## src/sv/bpq_pkg.sv

```systemverilog
package bpq_pkg;

  localparam int DEPTH_DEF = 8;
  localparam int VAL_W     = 32;
  localparam int PRI_W     = 8;

  localparam logic [1:0] OP_CLEAR  = 2'd0;
  localparam logic [1:0] OP_INSERT = 2'd1;
  localparam logic [1:0] OP_REMOVE = 2'd2;

  localparam logic [1:0] ST_OK        = 2'd0;
  localparam logic [1:0] ST_OVERFLOW  = 2'd1;
  localparam logic [1:0] ST_UNDERFLOW = 2'd2;

  typedef struct packed {
    logic [VAL_W-1:0] value;
    logic [PRI_W-1:0] prio;
  } entry_t;

  // Broadcast to every cell for one transaction.
  typedef struct packed {
    logic             ins;
    logic             rem;
    logic [VAL_W-1:0] value;
    logic [PRI_W-1:0] prio;
  } cell_ctl_t;

endpackage

```

## src/sv/bpq_cell.sv

```systemverilog
module bpq_cell (
  input  logic               clk,
  input  bpq_pkg::cell_ctl_t ctl,
  input  logic               occ,
  input  logic               left_lt,
  input  bpq_pkg::entry_t    left_ent,
  input  bpq_pkg::entry_t    right_ent,
  output bpq_pkg::entry_t    ent,
  output logic               lt
);
  import bpq_pkg::*;

  entry_t ent_r;
  entry_t ent_nxt;

  // Entries stay sorted by priority, descending, oldest first among equals.
  assign lt  = !occ || (ent_r.prio < ctl.prio);
  assign ent = ent_r;

  always_comb begin
    ent_nxt = ent_r;
    if (ctl.ins && lt) begin
      if (left_lt) begin
        ent_nxt = left_ent;
      end else begin
        ent_nxt.value = ctl.value;
        ent_nxt.prio  = ctl.prio;
      end
    end else if (ctl.rem) begin
      ent_nxt = right_ent;
    end
  end

  always_ff @(posedge clk) begin
    ent_r <= ent_nxt;
  end

endmodule

```

## src/sv/bounded_priority_queue_core.sv

```systemverilog
// Channel | Direction | tdata (low bit up)                 | tuser
// in_     | slave     | value[31:0], priority_req[39:32]   | op[1:0]
// out_    | master    | removed_value[31:0]                | status[1:0]
//
// For every transaction the DEPTH cells update in parallel; on an insert each
// decides its move from its own priority compare and its left neighbor's.
// A new transaction is taken every cycle while the output register is free
// or being drained; a stalled output holds input off.
// Synchronous active-low reset empties the queue and drops any pending result.
module bounded_priority_queue_core #(
  parameter int DEPTH = bpq_pkg::DEPTH_DEF
) (
  input  logic        clk,
  input  logic        rst_n,
  input  logic        in_tvalid,
  output logic        in_tready,
  input  logic [39:0] in_tdata,   // value[31:0], priority_req[39:32]
  input  logic [1:0]  in_tuser,   // op[1:0]
  output logic        out_tvalid,
  input  logic        out_tready,
  output logic [31:0] out_tdata,  // removed_value[31:0]
  output logic [1:0]  out_tuser   // status[1:0]
);
  import bpq_pkg::*;

  localparam int CntW = $clog2(DEPTH + 1);

  logic [CntW-1:0]  cnt_r, cnt_nxt;
  logic             out_valid_r, out_valid_nxt;
  logic [VAL_W-1:0] out_data_r, out_data_nxt;
  logic [1:0]       out_stat_r, out_stat_nxt;

  cell_ctl_t        ctl;
  entry_t           ent_w [DEPTH];
  logic             lt_w  [DEPTH];
  logic             in_fire;

  assign in_tready  = !out_valid_r || out_tready;
  assign in_fire    = in_tvalid && in_tready;
  assign out_tvalid = out_valid_r;
  assign out_tdata  = out_data_r;
  assign out_tuser  = out_stat_r;

  for (genvar i = 0; i < DEPTH; i++) begin : g_cell
    logic   occ;
    logic   left_lt;
    entry_t left_ent;
    entry_t right_ent;

    assign occ = (CntW'(i) < cnt_r);

    if (i == 0) begin : g_head
      assign left_lt  = 1'b0;
      assign left_ent = ent_w[0];
    end else begin : g_body
      assign left_lt  = lt_w[i-1];
      assign left_ent = ent_w[i-1];
    end

    if (i == DEPTH - 1) begin : g_tail
      assign right_ent = ent_w[i];
    end else begin : g_mid
      assign right_ent = ent_w[i+1];
    end

    bpq_cell u_cell (
      .clk       (clk),
      .ctl       (ctl),
      .occ       (occ),
      .left_lt   (left_lt),
      .left_ent  (left_ent),
      .right_ent (right_ent),
      .ent       (ent_w[i]),
      .lt        (lt_w[i])
    );
  end

  always_comb begin
    cnt_nxt       = cnt_r;
    ctl.ins       = 1'b0;
    ctl.rem       = 1'b0;
    ctl.value     = in_tdata[31:0];
    ctl.prio      = in_tdata[39:32];
    out_valid_nxt = out_valid_r;
    out_data_nxt  = out_data_r;
    out_stat_nxt  = out_stat_r;

    if (out_valid_r && out_tready) begin
      out_valid_nxt = 1'b0;
    end

    if (in_fire) begin
      out_valid_nxt = 1'b1;
      out_data_nxt  = '0;
      out_stat_nxt  = ST_OK;
      case (in_tuser)
        OP_CLEAR: begin
          cnt_nxt = '0;
        end
        OP_INSERT: begin
          if (cnt_r == CntW'(DEPTH)) begin
            out_stat_nxt = ST_OVERFLOW;
          end else begin
            ctl.ins = 1'b1;
            cnt_nxt = cnt_r + 1'b1;
          end
        end
        OP_REMOVE: begin
          if (cnt_r == '0) begin
            out_stat_nxt = ST_UNDERFLOW;
          end else begin
            // Head holds the winner; shift everything one cell toward it.
            ctl.rem      = 1'b1;
            out_data_nxt = ent_w[0].value;
            cnt_nxt      = cnt_r - 1'b1;
          end
        end
        default: begin
        end
      endcase
    end
  end

  always_ff @(posedge clk) begin
    if (!rst_n) begin
      cnt_r       <= '0;
      out_valid_r <= 1'b0;
    end else begin
      cnt_r       <= cnt_nxt;
      out_valid_r <= out_valid_nxt;
    end
  end

  always_ff @(posedge clk) begin
    out_data_r <= out_data_nxt;
    out_stat_r <= out_stat_nxt;
  end

endmodule

```

## config.mk

```make
export PLATFORM = sky130hd
export DESIGN_NAME = bounded_priority_queue_core
export DESIGN_NICKNAME = d
export VERILOG_FILES = /design/src/sv/bpq_pkg.sv /design/src/sv/bpq_cell.sv /design/src/sv/bounded_priority_queue_core.sv
export SDC_FILE = /design/constraint.sdc
export NUM_CORES = 1
export LEC_CHECK = 0
export ABC_CLOCK_PERIOD_IN_PS = 13200
export BUFFER_PORTS_ARGS = -buffer_cell sky130_fd_sc_hd__buf_4
export CORE_ASPECT_RATIO = 1.75
export CORE_MARGIN = 3
export CORE_UTILIZATION = 30
export DETAILED_ROUTE_END_ITERATION = 6
export GPL_TIMING_DRIVEN = 0
export SLEW_MARGIN = 20
export SYNTH_ARGS = -nofsm -noshare
export SYNTH_HDL_FRONTEND = slang
export SYNTH_HIERARCHICAL = 1
export SYNTH_SLANG_ARGS = --single-unit
```

## constraint.sdc

```tcl
create_clock -name clk -period 13.2 [get_ports clk]
set_input_delay 3.96 -clock clk [delete_from_list [all_inputs] [get_ports clk]]
set_output_delay 3.96 -clock clk [all_outputs]
set_load 0.01 [all_outputs]
```

==> metrics.md, run 1 <==
| Metric | Value |
|---|---|
| Run status | finished clean |
| Cts repair resizes | 0 |
| First-pass GRT wire length | 84300 µm |
| Hold Vio Cnt, Final | 0 |
| Sw Ratio | 0.247 |
| Post-Syn Area | 0.0224 mm² |
| Clock Power Share | 0.382 |
| Hold Crit Class | flop to flop |
| Max rail drop VDD | 77.4 µV |
| Routed WL | 56400 µm |
| Router iterations before antenna repair | 5 |
| Num CTS Buffers | 38 |
| Met1 Usage GRT | 0.144 |
| Fin crit period | 8.62 ns |
| GRT Total Usage | 0.141 |
| PortBufs | 81 |
| Clk_lat worst skew | 0.55 ns |
| Final setup fails | 0 |
| GR Util met3 | 0.0236 |
| Die width | 212 µm |
| Hold slack | 0.571 ns |
| CP peak stage delay | 0.35 ns |
| Top Ports | 82 |
| Part of the power in combinational logic | 0.164 |
| GR peak layer | met2 |
| Largest net degree at the start of global routing | 41 |
| Via/cell ratio | 4.87 |
| Core area | 0.0734 mm² |
| Congestion Overflow GR | 0 |
| Post-route DRC violation count | 0 |
| Register clock-pin slew on the reported worst setup and hold paths | 0.07 ns |
| Internal | 2.30 mW |
| Setup Skew | 0.0166 ns |
| Clock Sinks | 359 |
| Post-CTS Setup Inserts | 0 |
| Initial Util | 0.305 |
| Avg WL per Cell | 22.1 µm |
| Crit path kind | input pin to primary output |
| Row cnt | 131 |
| Vias after detailed routing | 12400 |
| Clock buffer depth | 3 |
| Post-cts hold buffer count | 0 |
| Power Density | 120 mW/mm² |
| Worst Max-Slew Pin Slew | 1.01 ns |
| Critical-path top delay cell | and2b_1 |
| Synth Area per Inst | 15.3 µm² |
| Nature of the critical path startpoint | input pin |
| CP Buf/Inv Count | 3 |
| Most Frequent Cell on Critical Path | buf_4 |
| CP Cell Sequence | buf_4, and2b_1, inv_1, buf_4 |
| Routed Antenna Nets | 0 |
| CTS tree | built |
| Number of global-route vias before repair | 13800 |
| CP endpoint kind | primary output |
| Dpl hpwl | 39000 µm |
| Area occupied by registers | 0.0107 mm² |
| Net switching power | 0.754 mW |
| Synth Instances | 1461 |
| Initial antenna violation count | 7 |
| Met2 usage | 0.283 |
| Number of max-cap violations | 0 |
| Worst slew margin | 0.324 |
| Layout cells sized above 1 | 0.508 |
| Die height | 367 µm |
| Synth-to-Final Area Change | 14.1% |
| Area occupied by multi-input gates | 0.0106 mm² |
| Gpl congestion | 0.799 |
| Fmax | 116 MHz |
| Max-slew violations | 0 |
| Ys Warns | 6 |
| Final #Nets | 1693 |
| P_leak | 9.86 nW |
| Arr. time, crit path | 4.66 ns |
| Root buffer cell | clkbuf_16 |
| Worst EP required | 9.24 ns |
| Number of DRC markers in iteration 0 | 696 |
| RSZ-0062 raised after global routing | no |
| Top delay family on crit path | buffers and inverters |
| Setup TNS | 0 ns |
| Crit Path Max Fanout | 4 |
| Fill count | 7056 |
| # H-tree levels | 2 |
| Seq pwr share | 0.454 |
| Period utilisation layout | 0.653 |
| Die ar. | 0.0780 mm² |
==> power by group through the flow <==
stage          Combinational [mW]  Sequential [mW]  Clock (mW)
5_1_grt                     0.534             1.39        1.24
3_3_place_gp                0.485             1.41           0
4_1_cts                     0.503             1.39        1.20
3_5_place_dp                0.501             1.41           0
2_1_floorplan               0.370             1.40           0
6_report                    0.502             1.39        1.17
==> state kept, by name, summed over array words and instances, names as in the netlist <==
name and cells:
g_cell.u_cell/ent 320, out_tdata 32, out_tuser 2, out_tvalid 1
cnt_r 4
==> per-layer routing <==
metal | up-vias | routed length, µm
li1 | 5821 | -
met1 | 6241 | 20100
met2 | 278 | 32100
met3 | 86 | 2620
met4 | 4 | 1560
met5 | - | 23
==> per-stage QoR <==
stage | instances | power (mW) | util | area, µm² | worst slack, ns
2_1_floorplan | 1462 | 1.77 | - | 22400 | 4.92
3_3_place_gp | 2474 | 1.89 | 0.329 | 24100 | 2.91
3_5_place_dp | 2475 | 1.91 | 0.330 | 24200 | 4.58
4_1_cts | 2545 | 3.09 | 0.347 | 25500 | 4.57
5_1_grt | 2547 | 3.17 | 0.348 | 25500 | 4.53
6_report | 2551 | 3.05 | 0.348 | 25500 | 4.58
==> path summary, 6_finish.rpt <==
kind                            slack (ns)                  endpoint                startpoint  cells past startpoint
worst max register to register        9.11  g_cell[1].u_cell/ent[24]                  cnt_r[0]                     10
worst min register to register        0.57  g_cell[2].u_cell/ent[10]  g_cell[3].u_cell/ent[10]                      1
worst min-delay path                  0.57  g_cell[2].u_cell/ent[10]  g_cell[3].u_cell/ent[10]                      1
worst max-delay path                  4.58                 in_tready                out_tready                      4
==> cell type report <==
class / instances / area share
repair buffers: 82 / 0.0246
clock buffers: 46 / 0.0409
inverters: 72 / 0.0106
multi-input cells: 949 / 0.413
clock inverters: 24 / 0.0108
diodes: 6 / 0.000588
flip-flops and latches: 359 / 0.420
plain buffers: 82 / 0.0333
well taps: 931 / 0.0456
==> cell usage in the layout, fill, tap and decap left out, types with 9 or more instances in the layout <==
cell	instances
edfxtp_1	354
mux2_4	313
mux2_2	272
buf_4	82
inv_1	72
nand2_1	69
o21ai_0	65
ha_1	63
clkbuf_1	45
clkbuf_16	41
and3_1	34
buf_12	33
o21a_1	16
nor2_1	13
nand2b_1	9
clkinv_2	9
Note: power is estimated with default switching activity, not from simulation.
==> run 2, diff against run 1 <==
--- a/config.mk
+++ b/config.mk
@@ -5,7 +5,8 @@
 export SDC_FILE = /design/constraint.sdc
 export NUM_CORES = 1
 export LEC_CHECK = 0
-export ABC_CLOCK_PERIOD_IN_PS = 13200
+export ABC_AREA = 1
+export ABC_CLOCK_PERIOD_IN_PS = 9000
 export BUFFER_PORTS_ARGS = -buffer_cell sky130_fd_sc_hd__buf_4
 export CORE_ASPECT_RATIO = 1.75
 export CORE_MARGIN = 3
==> constraint.sdc (replaced) <==
create_clock -name clk -period 9 [get_ports clk]
set_input_delay 2.7 -clock clk [delete_from_list [all_inputs] [get_ports clk]]
set_output_delay 2.7 -clock clk [all_outputs]
set_load 0.01 [all_outputs]
==> metrics.md, run 2 <==
| Metric | Value |
|---|---|
| Overall power | 3.81 mW (+25%) |
| Cts repair resizes | 0 (unchanged) |
| Critical Path Source | out_tready |
| P_leak | 10.7 nW (+8.8%) |
| # H-tree levels | 2 (unchanged) |
| Nature of the critical path startpoint | input pin |
| Critical-path top delay cell | buf_4 |
| Avg WL per Cell | 15.5 µm (-30%) |
| Placed cell count | 3283 (+33%) |
| Post-synth top cells | nand2_1 (714), edfxtp_1 (354), nand3_1 (325) |
| Hold Vio Cnt, Final | 0 (unchanged) |
| Setup Skew | 0.0241 ns (+0.00748 ns) |
| Sw Ratio | 0.249 (+0.00200) |
| PortBufs | 81 (unchanged) |
| Dpl hpwl | 42800 µm (+9.7%) |
| Die height | 364 µm (-0.91%) |
| Seq pwr share | 0.515 (+0.061) |
| First-pass GRT wire length | 82400 µm (-2.3%) |
| Vias after detailed routing | 14700 (+18%) |
| Hold Path Stages | 2 (+1) |
| Commonest non-fill, non-tap cell in the layout | nand2_1 |
| Internal | 2.87 mW (+25%) |
| RR Endpoint | g_cell[4].u_cell/ent[27] |
| Number of max-cap violations | 0 (unchanged) |
| Hold Path Origin | g_cell[6].u_cell/ent[30] |
| Max rail drop VDD | 92.7 µV (+20%) |
| Row cnt | 130 (-0.76%) |
| Most Frequent Cell on Critical Path | buf_4 |
| Arr. time, crit path | 3.09 ns (-1.57 ns) |
| Part of the power in combinational logic | 0.125 (-0.039) |
| Worst slew margin | 0.505 (+0.181) |
| Post-cts hold buffer count | 0 (unchanged) |
| Final #Nets | 2504 (+48%) |
| Post-CTS Setup Inserts | 0 (unchanged) |
| Hold Crit Class | flop to flop |
| Die ar. | 0.0766 mm² (-1.8%) |
| Clock Power Share | 0.360 (-0.022) |
| R2R cell count | 9 (-1) |
| Crit path kind | input pin to primary output |
| Worst EP required | 6.30 ns (-2.94 ns) |
| Synth Area per Inst | 9.68 µm² (-37%) |
| RSZ-0062 raised after global routing | no |
| CTS tree | built |
| Fmax | 173 MHz |
| Run status | finished clean |
| Clock Sinks | 359 (unchanged) |
| Post-Syn Area | 0.0220 mm² (-1.8%) |
| Post-route DRC violation count | 0 (unchanged) |
| Max reg flops | 320 (unchanged) |
| Setup TNS | 0 ns (unchanged) |
| Crit Path Max Fanout | 4 (unchanged) |
| GRT Total Usage | 0.135 (-0.00645) |
| Final setup fails | 0 (unchanged) |
| Worst Max-Slew Pin Slew | 0.743 ns (-0.272 ns) |
| Post-synth EDFFs | 354 |
| Die width | 211 µm (-0.90%) |
| Most frequent cells in the layout | nand2_1 (706), edfxtp_1 (354), nand3_1 (325) |
| Max-slew violations | 0 (unchanged) |
| Routed WL | 51900 µm (-7.9%) |
| Core area | 0.0722 mm² (-1.6%) |
| Sequential fraction of the synthesis area | 0.489 |
| Worst setup path end | in_tready |
| Root buffer cell | clkbuf_16 |
| Largest net degree at the start of global routing | 35 (-15%) |
| CP peak stage delay | 0.16 ns (-0.19 ns) |
| Async S/R FF share, synth | 0 |
| Top Ports | 82 (unchanged) |
| Fin crit period | 5.79 ns |
| Num CTS Buffers | 34 (-11%) |
| Post-synth top area share | 0.484 |
| Via/cell ratio | 4.39 (-9.9%) |
| Most common cell in the synthesized netlist | nand2_1 |
| Reg2Reg Setup Slack | 5.92 ns (-3.19 ns) |
| Clock buffer depth | 3 (unchanged) |
| Initial antenna violation count | 4 (-3) |
| Net switching power | 0.949 mW (+26%) |
| Congestion Overflow GR | 0 (unchanged) |
| CP endpoint kind | primary output |
| Synth-to-Final Area Change | 13.6% |
| Gpl congestion | 0.803 (+0.55%) |
| Finished Layout Cells | 3345 (+31%) |
| Top cells by area, synth | edfxtp_1 (48%), mux2_2 (14%), nand2_1 (12%), nand3_1 (7.4%), ha_1 (3.6%) |
| CP Cell Sequence | buf_4, inv_1, nand2_1, buf_4 |
| Ys Warns | 6 (unchanged) |
| Placement Setup Slack | 3.21 ns (-1.37 ns) |
| Top_reg_cell synth | edfxtp_1 |
| Number of DRC markers in iteration 0 | 657 (-5.6%) |
| Area leader, netlist | edfxtp_1 |
| Final WS setup | 3.21 ns (-1.36 ns) |
| Routed Antenna Nets | 0 (unchanged) |
| Router iterations before antenna repair | 5 (unchanged) |
| Number of global-route vias before repair | 15300 (+11%) |
| Period utilisation layout | 0.643 |
| Clk_lat worst skew | 0.55 ns (about the same) |
| Synth Instances | 2268 (+55%) |
| Register bit count reported by yosys | 359 |
| Netlist cell types | 27 |
| Power Density | 153 mW/mm² (+28%) |
| Worst r2r src | cnt_r[0] |
| Initial Util | 0.304 (-0.000608) |
| Register clock-pin slew on the reported worst setup and hold paths | 0.07 ns (about the same) |
| Layout cells sized above 1 | 0.257 (-0.252) |
==> run 2: layout make-up <==
| class | count | area [µm²] |
|---|---|---|
| Multi-Input combinational cell | 1630 | 9630 |
| Fill cell | 7508 | 47300 |
| Sequential cell | 359 | 10700 |
| Clock buffer | 40 | 895 |
| Buffer | 148 | 1140 |
| Timing Repair Buffer | 90 | 776 |
| Tap cell | 924 | 1160 |
| Clock inverter | 18 | 119 |
| Antenna cell | 4 | 10.0 |
| Inverter | 132 | 495 |
==> run 2: cell families (layout without fill, tap and decap cells) <==
family,count (synthesis),count (layout),share of synthesized area
compound gates,101,101,0.0241
fa+ha+maj,63,63,0.0359
buf+inv,280,428,0.0743
flops,359,359,0.489
mux,264,264,0.135
other cells,1,6,0.000171
simple gates,1200,1200,0.242
==> run 2: worst max-delay path: cells and delay by family <==
| kind | cells | cell delay [ns] |
|---|---|---|
| buf+inv | 3 | 0.31 |
| simple gates | 1 | 0.08 |
==> run 2: per-layer routing <==
| metal | global-route usage | vias up | wire (µm) |
|---|---|---|---|
| met5 | 0 | - | 8 |
| met4 | 0.0503 | 2 | 1800 |
| met3 | 0.0158 | 60 | 1590 |
| met2 | 0.281 | 209 | 29700 |
| met1 | 0.133 | 6432 | 18800 |
| li1 | - | 7978 | - |
==> run 2: worst min path at each step <==
stage                                to
6_report       g_cell[5].u_cell/ent[30]
5_1_grt        g_cell[5].u_cell/ent[15]
4_1_cts        g_cell[5].u_cell/ent[30]
3_5_place_dp   g_cell[5].u_cell/ent[21]
3_3_place_gp   g_cell[2].u_cell/ent[22]
2_1_floorplan  g_cell[0].u_cell/ent[10]
==> run 2: through the flow <==
stage,util,hold WS (ns),instance area (µm²)
floorplan,-,0.507,22000
global placement,0.329,0.513,23700
detailed placement,0.331,0.520,23900
CTS,0.345,0.533,24900
global route,0.345,0.551,24900
finish,0.345,0.532,24900
==> run 2: power by group through the flow <==
stage               clock, mW  sequential, mW  combinational (mW)
floorplan                   0            1.99               0.329
global placement            0            2.00               0.463
detailed placement          0            2.00               0.478
CTS                      1.43            1.96               0.482
global route             1.47            1.97               0.540
finish                   1.37            1.96               0.478
